<file path="src/rtl/core/daily_series_window_statistics_core_macros.svh">
// Assertion macros for the daily series window statistics core.
// Used by the top level only; expects signals named clk and rst in scope.
`ifndef DAILY_SERIES_WINDOW_STATISTICS_CORE_MACROS_SVH
`define DAILY_SERIES_WINDOW_STATISTICS_CORE_MACROS_SVH

// Consequent must hold in the same cycle as the antecedent.
`define DSWC_ASSERT_NOW(lbl, ante, cons, msg) \
  lbl: assert property (@(posedge clk) disable iff (rst) (ante) |-> (cons)) else $error(msg);

// Consequent must hold in the cycle after the antecedent.
`define DSWC_ASSERT_NEXT(lbl, ante, cons, msg) \
  lbl: assert property (@(posedge clk) disable iff (rst) (ante) |=> (cons)) else $error(msg);

`endif

</file>
<file path="src/rtl/core/dswc_pkg.sv">
// Shared types and constants for the daily series window statistics core.
// Holds field widths, stream packing offsets, codes and the control structs.
`default_nettype none

package dswc_pkg;

  localparam int unsigned MAX_DAYS_DEF   = 512;
  localparam int unsigned COUNT_BITS_DEF = 24;

  localparam int unsigned OP_W     = 2;
  localparam int unsigned DAY_W    = 9;
  localparam int unsigned WIN_W    = 10;
  localparam int unsigned GAP_W    = 9;
  localparam int unsigned IN_CNT_W = 24;

  localparam int unsigned STATUS_W = 2;
  localparam int unsigned WSUM_W   = 33;
  localparam int unsigned MEAN_W   = 32;
  localparam int unsigned SD_W     = 32;
  localparam int unsigned GROWTH_W = 48;
  localparam int unsigned DAYS_W   = 10;

  localparam int unsigned GROWTH_SCALE = 100 * 256;
  localparam int unsigned GSCALE_W     = 15;

  localparam int unsigned IN_DAY_LO   = 0;
  localparam int unsigned IN_WIN_LO   = IN_DAY_LO + DAY_W;
  localparam int unsigned IN_GAP_LO   = IN_WIN_LO + WIN_W;
  localparam int unsigned IN_ND_LO    = IN_GAP_LO + GAP_W;
  localparam int unsigned IN_NC_LO    = IN_ND_LO + IN_CNT_W;
  localparam int unsigned S_TDATA_W   = 80;
  localparam int unsigned U_OP_LO     = 0;
  localparam int unsigned U_KIND_BIT  = OP_W;
  localparam int unsigned S_TUSER_W   = OP_W + 1;

  localparam int unsigned O_STATUS_LO = 0;
  localparam int unsigned O_WSUM_LO   = O_STATUS_LO + STATUS_W;
  localparam int unsigned O_MEAN_LO   = O_WSUM_LO + WSUM_W;
  localparam int unsigned O_SD_LO     = O_MEAN_LO + MEAN_W;
  localparam int unsigned O_GROWTH_LO = O_SD_LO + SD_W;
  localparam int unsigned O_INF_BIT   = O_GROWTH_LO + GROWTH_W;
  localparam int unsigned O_DAYS_LO   = O_INF_BIT + 1;
  localparam int unsigned M_TDATA_W   = 160;

  typedef enum logic [OP_W-1:0] {
    OP_RECORD = 2'd0,
    OP_STATS  = 2'd1,
    OP_GROWTH = 2'd2,
    OP_NONE   = 2'd3
  } op_t;

  typedef enum logic [STATUS_W-1:0] {
    ST_OK         = 2'd0,
    ST_BAD_WINDOW = 2'd1,
    ST_BAD_GAP    = 2'd2,
    ST_BAD_DAY    = 2'd3
  } status_t;

  typedef enum logic [1:0] {
    DIV_MEAN   = 2'd0,
    DIV_SD     = 2'd1,
    DIV_GROWTH = 2'd2
  } div_sel_t;

  typedef struct packed {
    logic     load;
    logic     check;
    logic     rec_read;
    logic     rec_write;
    logic     acc_start;
    logic     acc_early;
    logic     mul;
    logic     div_start;
    div_sel_t div_sel;
    logic     sqrt_start;
    logic     result;
  } cmd_t;

  typedef struct packed {
    op_t  op;
    logic err;
    logic acc_done;
    logic div_done;
    logic sqrt_done;
    logic out_free;
  } stat_t;

endpackage

`default_nettype wire

</file>
<file path="src/rtl/core/dswc_ctrl.sv">
// Controller state machine that sequences one request through the datapath.
// Depends on dswc_pkg for the command and status structs.
`default_nettype none

module dswc_ctrl (
  input  logic            clk,
  input  logic            rst,
  input  logic            in_valid,
  output logic            in_ready,
  input  dswc_pkg::stat_t stat,
  output dswc_pkg::cmd_t  cmd
);

  import dswc_pkg::*;

  typedef enum logic [17:0] {
    S_IDLE   = 18'h00001,
    S_CHECK  = 18'h00002,
    S_REC_RD = 18'h00004,
    S_REC_WR = 18'h00008,
    S_ACC1   = 18'h00010,
    S_ACC1_W = 18'h00020,
    S_MUL    = 18'h00040,
    S_MEAN   = 18'h00080,
    S_MEAN_W = 18'h00100,
    S_ROOT   = 18'h00200,
    S_ROOT_W = 18'h00400,
    S_SD     = 18'h00800,
    S_SD_W   = 18'h01000,
    S_ACC0   = 18'h02000,
    S_ACC0_W = 18'h04000,
    S_GROW   = 18'h08000,
    S_GROW_W = 18'h10000,
    S_DONE   = 18'h20000
  } state_t;

  state_t state;
  state_t state_next;

  always_ff @(posedge clk) begin
    if (rst) begin
      state <= S_IDLE;
    end else begin
      state <= state_next;
    end
  end

  assign in_ready = state == S_IDLE;

  always_comb begin
    state_next = state;
    cmd        = '0;
    unique case (state)
      S_IDLE: begin
        if (in_valid) begin
          cmd.load   = 1'b1;
          state_next = S_CHECK;
        end
      end
      S_CHECK: begin
        cmd.check = 1'b1;
        priority if (stat.err || stat.op == OP_NONE) state_next = S_DONE;
        else if (stat.op == OP_RECORD) state_next = S_REC_RD;
        else state_next = S_ACC1;
      end
      S_REC_RD: begin
        cmd.rec_read = 1'b1;
        state_next   = S_REC_WR;
      end
      S_REC_WR: begin
        cmd.rec_write = 1'b1;
        state_next    = S_DONE;
      end
      S_ACC1: begin
        cmd.acc_start = 1'b1;
        state_next    = S_ACC1_W;
      end
      S_ACC1_W: begin
        if (stat.acc_done) state_next = S_MUL;
      end
      S_MUL: begin
        cmd.mul    = 1'b1;
        state_next = S_MEAN;
      end
      S_MEAN: begin
        cmd.div_start = 1'b1;
        cmd.div_sel   = DIV_MEAN;
        state_next    = S_MEAN_W;
      end
      S_MEAN_W: begin
        if (stat.div_done) state_next = S_ROOT;
      end
      S_ROOT: begin
        cmd.sqrt_start = 1'b1;
        state_next     = S_ROOT_W;
      end
      S_ROOT_W: begin
        if (stat.sqrt_done) state_next = S_SD;
      end
      S_SD: begin
        cmd.div_start = 1'b1;
        cmd.div_sel   = DIV_SD;
        state_next    = S_SD_W;
      end
      S_SD_W: begin
        if (stat.div_done) state_next = (stat.op == OP_GROWTH) ? S_ACC0 : S_DONE;
      end
      S_ACC0: begin
        cmd.acc_start = 1'b1;
        cmd.acc_early = 1'b1;
        state_next    = S_ACC0_W;
      end
      S_ACC0_W: begin
        if (stat.acc_done) state_next = S_GROW;
      end
      S_GROW: begin
        cmd.div_start = 1'b1;
        cmd.div_sel   = DIV_GROWTH;
        state_next    = S_GROW_W;
      end
      S_GROW_W: begin
        if (stat.div_done) state_next = S_DONE;
      end
      S_DONE: begin
        if (stat.out_free) begin
          cmd.result = 1'b1;
          state_next = S_IDLE;
        end
      end
      default: begin
        state_next = S_IDLE;
      end
    endcase
  end

endmodule

`default_nettype wire

</file>
<file path="config.mk">
export PLATFORM = sky130hd
export DESIGN_NAME = dswc_ctrl
export DESIGN_NICKNAME = d
export VERILOG_FILES = /design/src/rtl/core/daily_series_window_statistics_core_macros.svh /design/src/rtl/core/dswc_pkg.sv /design/src/rtl/core/dswc_ctrl.sv
export SDC_FILE = /design/constraint.sdc
export NUM_CORES = 1
export LEC_CHECK = 0
export ABC_AREA = 0
export BUFFER_PORTS_ARGS = -buffer_cell sky130_fd_sc_hd__buf_2
export CAP_MARGIN = 20
export CORE_UTILIZATION = 58
export CTS_CLUSTER_SIZE = 40
export DETAILED_ROUTE_END_ITERATION = 7
export PLACE_DENSITY = 0.9
export SYNTH_ARGS = -nofsm -noshare
export SYNTH_HDL_FRONTEND = slang
export SYNTH_SLANG_ARGS = --single-unit
export TNS_END_PERCENT = 1
</file>
<file path="constraint.sdc">
create_clock -name clk -period 4.1 [get_ports clk]
set_input_delay 0.205 -clock clk [delete_from_list [all_inputs] [get_ports clk]]
set_output_delay 0.205 -clock clk [all_outputs]
set_load 0.005 [all_outputs]
</file>
# == After elaboration in Yosys (flattened, before gate mapping) ==
# Index checks and enable logic that the tools add are counted.
# word_totals
regBits,18
latchBits,0
ram_bits,0
mem_bits_ro,0
output_inout_bits,13
elab_cells,57
memories,0
# op_classes
add_sub_neg,0
multipliers,0
div,0
n_lt_le_gt_ge,0
eq_ne,28
shifts,0
mux,24
bitwise_logic,0
n_reduce_logical,4
# op_table
cell,count
one-hot mux 18 bit (18 select lines),1
two-way mux 18 bit,10
"== test 18 x 1 -> 1 bit, second input constant",1
"== test 18 x 10 -> 1 bit, second input constant",1
"== test 18 x 11 -> 1 bit, second input constant",1
"== test 18 x 12 -> 1 bit, second input constant",1
"== test 18 x 13 -> 1 bit, second input constant",1
"== test 18 x 14 -> 1 bit, second input constant",1
"== test 18 x 15 -> 1 bit, second input constant",1
"== test 18 x 16 -> 1 bit, second input constant",1
"== test 18 x 17 -> 1 bit, second input constant",1
"== test 18 bit, second input constant",1
"== test 18 x 2 -> 1 bit, second input constant",1
"== test 18 x 3 -> 1 bit, second input constant",1
"== test 18 x 4 -> 1 bit, second input constant",1
"== test 18 x 5 -> 1 bit, second input constant",1
"== test 18 x 6 -> 1 bit, second input constant",1
"== test 18 x 7 -> 1 bit, second input constant",1
"== test 18 x 8 -> 1 bit, second input constant",1
"== test 18 x 9 -> 1 bit, second input constant",1
"inequality test 2 bit, second input constant",8
two-way mux 1 bit,11
one-hot mux 3 bit (3 select lines),1
AND reduction 8 bit,1
other kinds (5),6

# == Depth between registers and ports, before layout ==
# depth
word_depth,4
depth_mapped,8
depth_no_buf,6

# == Worst setup path after synthesis ==
# Ideal clock, no wire load.
# synth_path
kind,flip-flop to flip-flop
startpoint,register state[5]
endpoint,register state[0]
t_arrival_ns,2.177
required_time_ns,3.983
setup_slack_ns,1.806
path_stages_with_launch,9
n_path_buf,2
period_less_slack_ns,2.294
path_cell_list,dfxtp_1 > buf_6 > or4_4 > buf_6 > nor4_4 > a22oi_1 > a21oi_2 > o41ai_2 > nand2b_1
# synth_via
elab_chain_len,3
elab_cells_between_ends,28
cone_classes,eq/ne: 26; mux: 1; reduce/logical: 1
# synth_lines
element,line_no,source
start: declaration,dswc_ctrl.sv:37,state_t state;
start signal: assignment,dswc_ctrl.sv:44,state <= state_next;
"== test 18 x 6 -> 1 bit, or another cell as far along",dswc_ctrl.sv:53,unique case (state)
inequality test 2 bit (no line),-,
AND reduction 8 bit (no line),-,
# Several ways; a longest one is shown, not always the timed one.
# A chain may end at the register's enable or synchronous reset.

# == Final worst setup path ==
# layout_path
startpoint,register state[7]
endpoint,register state[7]
# Same word-level chain as after synthesis.

==> run_results.csv <==
group,metric,value,unit
logic_synthesis,synth_seq_area_share,29.45,%
logic_synthesis,synth-compound-area-share,16.56,%
layout,drive_gt1_share,28.13,%
worst_setup_path,worstPathRequired,4350,ps
clock_tree,insertion_delay,310,ps
sta,hold_violations,0,
logic_synthesis,synth_top_family_by_area,"simple AND/OR/NAND/NOR gates",
floorplan,fp.dieArea,2297,sq um
logic_synthesis,ys_types,45,
place,post-dp-hpwl,2.340,mm
logic_synthesis,netlist_area,1224,sq um
clock_tree,clock_sinks,18,
floorplan,initial_core_util,61.74,%
global_route,grt_pass1_wl,4.505,mm
layout,seq_area,360.3,sq um
pwr,p_leak,0.6075,nW
layout,post-route-util,68.69,%
sta,drv_slew,0,
route,via_count,1209,
place,dpl-instance-area,1325,sq um
logic_synthesis,synth_top_area_share,29.45,%
floorplan,rows,16,
clock_tree,cts_setup_buffers,0,
layout,largest_register_ff_count,18,
layout,fill_cells,146,
logic_synthesis,synthMuxAreaShare,0,%
logic_synthesis,synthCells,139,
layout,nNetsFinal,171,
route,postRouteAntennaNets,0,
sta,finalSetupTns,0,ps
worst_setup_path,critPathSlowestCell,"or4_1",
logic_synthesis,synthXorXnorAreaFrac,2.863,%
floorplan,chipHeight,47.93,um
global_route,grt_pass1_vias,1005,
sta,post-route-period-util,66.67,%
global_route,grt_max_degree,11,
logic_synthesis,yosys-top-cells-area,"dfxtp_1 (29%), nor4b_1 (3.6%), nor4_4 (3.5%)",
place,gp_congestion,0.9696,
layout,fin_cells,187,
worst_setup_path,r2r_slack,1370,ps
worst_setup_path,path_cells,"or4_1 > nor4_2 > nand2_1 > a21oi_2 > or2_2 > o311a_1",
layout,largestRegisters,"state (18)",
worst_setup_path,end_kind,"flop",
hold_path,min_to,"state[2]",
global_route,track_usage,28.74,%
global_route,gr-total-overflow,0,
place,dp.cells,183,
worst_setup_path,cp_slowest_stage_delay,710,ps
worst_setup_path,arrival,2980,ps
clock_tree,cts_tree,"built",
sta,finalSetupViolations,0,
sta,relSlewSlack,51.94,%
worst_setup_path,r2r_start,"state[7]",
sta,whs,79.45,ps
layout,multiInputGateArea,790.8,sq um
worst_setup_path,r2r_end,"state[7]",
layout,top_register,"state",
sta,fin_ws,1366,ps
floorplan,pin_count,23,
global_route,antenna_found_initial,0,
logic_synthesis,synth_warnings,0,
run_status,outcome,"completed",
route,routed_wl,3.054,mm
logic_synthesis,synth-edff-count,0,
clock_tree,cts_htree_levels,1,
worst_setup_path,r2r_cells,6,
sta,rsz0062_at_grt,"false",
worst_setup_path,critical_path_class,"reg -> reg",
floorplan,die_x,47.93,um
logic_synthesis,async_flop_share,0,%
worst_setup_path,cp-start-kind,"flop",
pwr,total_power,0.3667,mW
layout,n_antenna_cell,0,
sta,tightest_slew,714.9,ps
sta,clock_skew,2.269,ps
clock_tree,path_clk_slew,100,ps
layout,design_area,1361,sq um
pwr,peakVddDrop,0.0002618,V
route,drt_iter0_drc,66,
layout,area_growth,11.25,%
route,routed_via_density,6.465,
sta,period_needed,2734,ps
pwr,p_per_area,269.3,nW/um^2
flow_run,maxCapViolCount,0,
logic_synthesis,synth.most_common_cell,"dfxtp_1",
hold_path,hold_class,"in -> reg",
sta,clock.fmax,0.3658,GHz
hold_path,hp-start,"stat[5]",
logic_synthesis,synth_ff_type,"dfxtp_1",
place,preCtsSetupSlack,1460,ps
floorplan,core_area,1982,sq um
clock_tree,clock_path_buffers,2,
logic_synthesis,avgSynthCellArea,8.803,sq um
route,drt_first_pass_iters,4,
logic_synthesis,syn_nets,149,
hold_path,hold_depth,2,
place,portBuffers,22,
route,route.detailed.drc,0,
clock_tree,cts_resized,0,
logic_synthesis,synth_top_area_cell,"dfxtp_1",
logic_synthesis,synth-simple-area-share,45.19,%
worst_setup_path,cp_max_fo,9,
logic_synthesis,netlist_top_cells_count,"dfxtp_1 (18), a21oi_1 (8), inv_1 (8), nand2_1 (8), nor3_1 (7)",
route,wl_per_cell,16.33,um
clock_tree,ctsHoldBuffers,0,
clock_tree,cts_buffers,3,
clock_tree,cts_root_buf,"clkbuf_4",
logic_synthesis,synthAdderAreaFrac,0,%
logic_synthesis,ys_ff_latch,18,
[per-layer routing]
layer,track usage [%],part of all wire [%],vias to the layer above
li1,-,-,573
met1,38.60,40,561
met2,44.59,49,64
met3,4.906,7.7,11
met4,13.33,2.6,0
met5,0,0,-
[cells by family after synthesis]
logic type                Yosys count
buffers and inverters              13
AOI/OAI and AO/OA                  25
and+or+nand+nor                    79
xor gates and xnor gates            4
DFF                                18
[power breakdown]
part,internal (mW),switching (mW),total (mW)
clock,0.0543,0.0591,0.113
sequential,0.177,0.00304,0.180
combinational,0.0316,0.0413,0.0729
total,0.263,0.103,0.367
[critical path, delay by kind of cell, from the launching register on]
kind	cells	cell delay [ps]
AO/OA/AOI/OAI	2	580
flip-flops	1	340
AND/OR/NAND/NOR	4	1760
[cells in the final DEF (no fill, tap or decap), types with 5 or more instances in the layout]
cell     count
buf_2       22
dfxtp_1     18
inv_1        8
nand2_1      8
a21oi_1      8
nor3_1       7
nor2_1       6
or4_1        5
nor4_1       5
nor4b_1      5
[worst max path at each step]
stage                  start        to  depth (start not counted)
CTS                 state[7]  state[7]                          6
global route        state[7]  state[7]                          6
floorplan           state[5]  state[0]                          8
global placement    state[7]  state[7]                          6
finish              state[7]  state[7]                          6
detailed placement  state[7]  state[7]                          6
[area by class of cell]
type	count	share of cell area, %
tap	27	2.482
clock buffer	4	2.665
sequential	18	26.47
inverter	8	2.206
timing repair buffer	22	8.088
multi-input combinational	108	58.09
No activity file was read; power rests on OpenSTA's default activity.
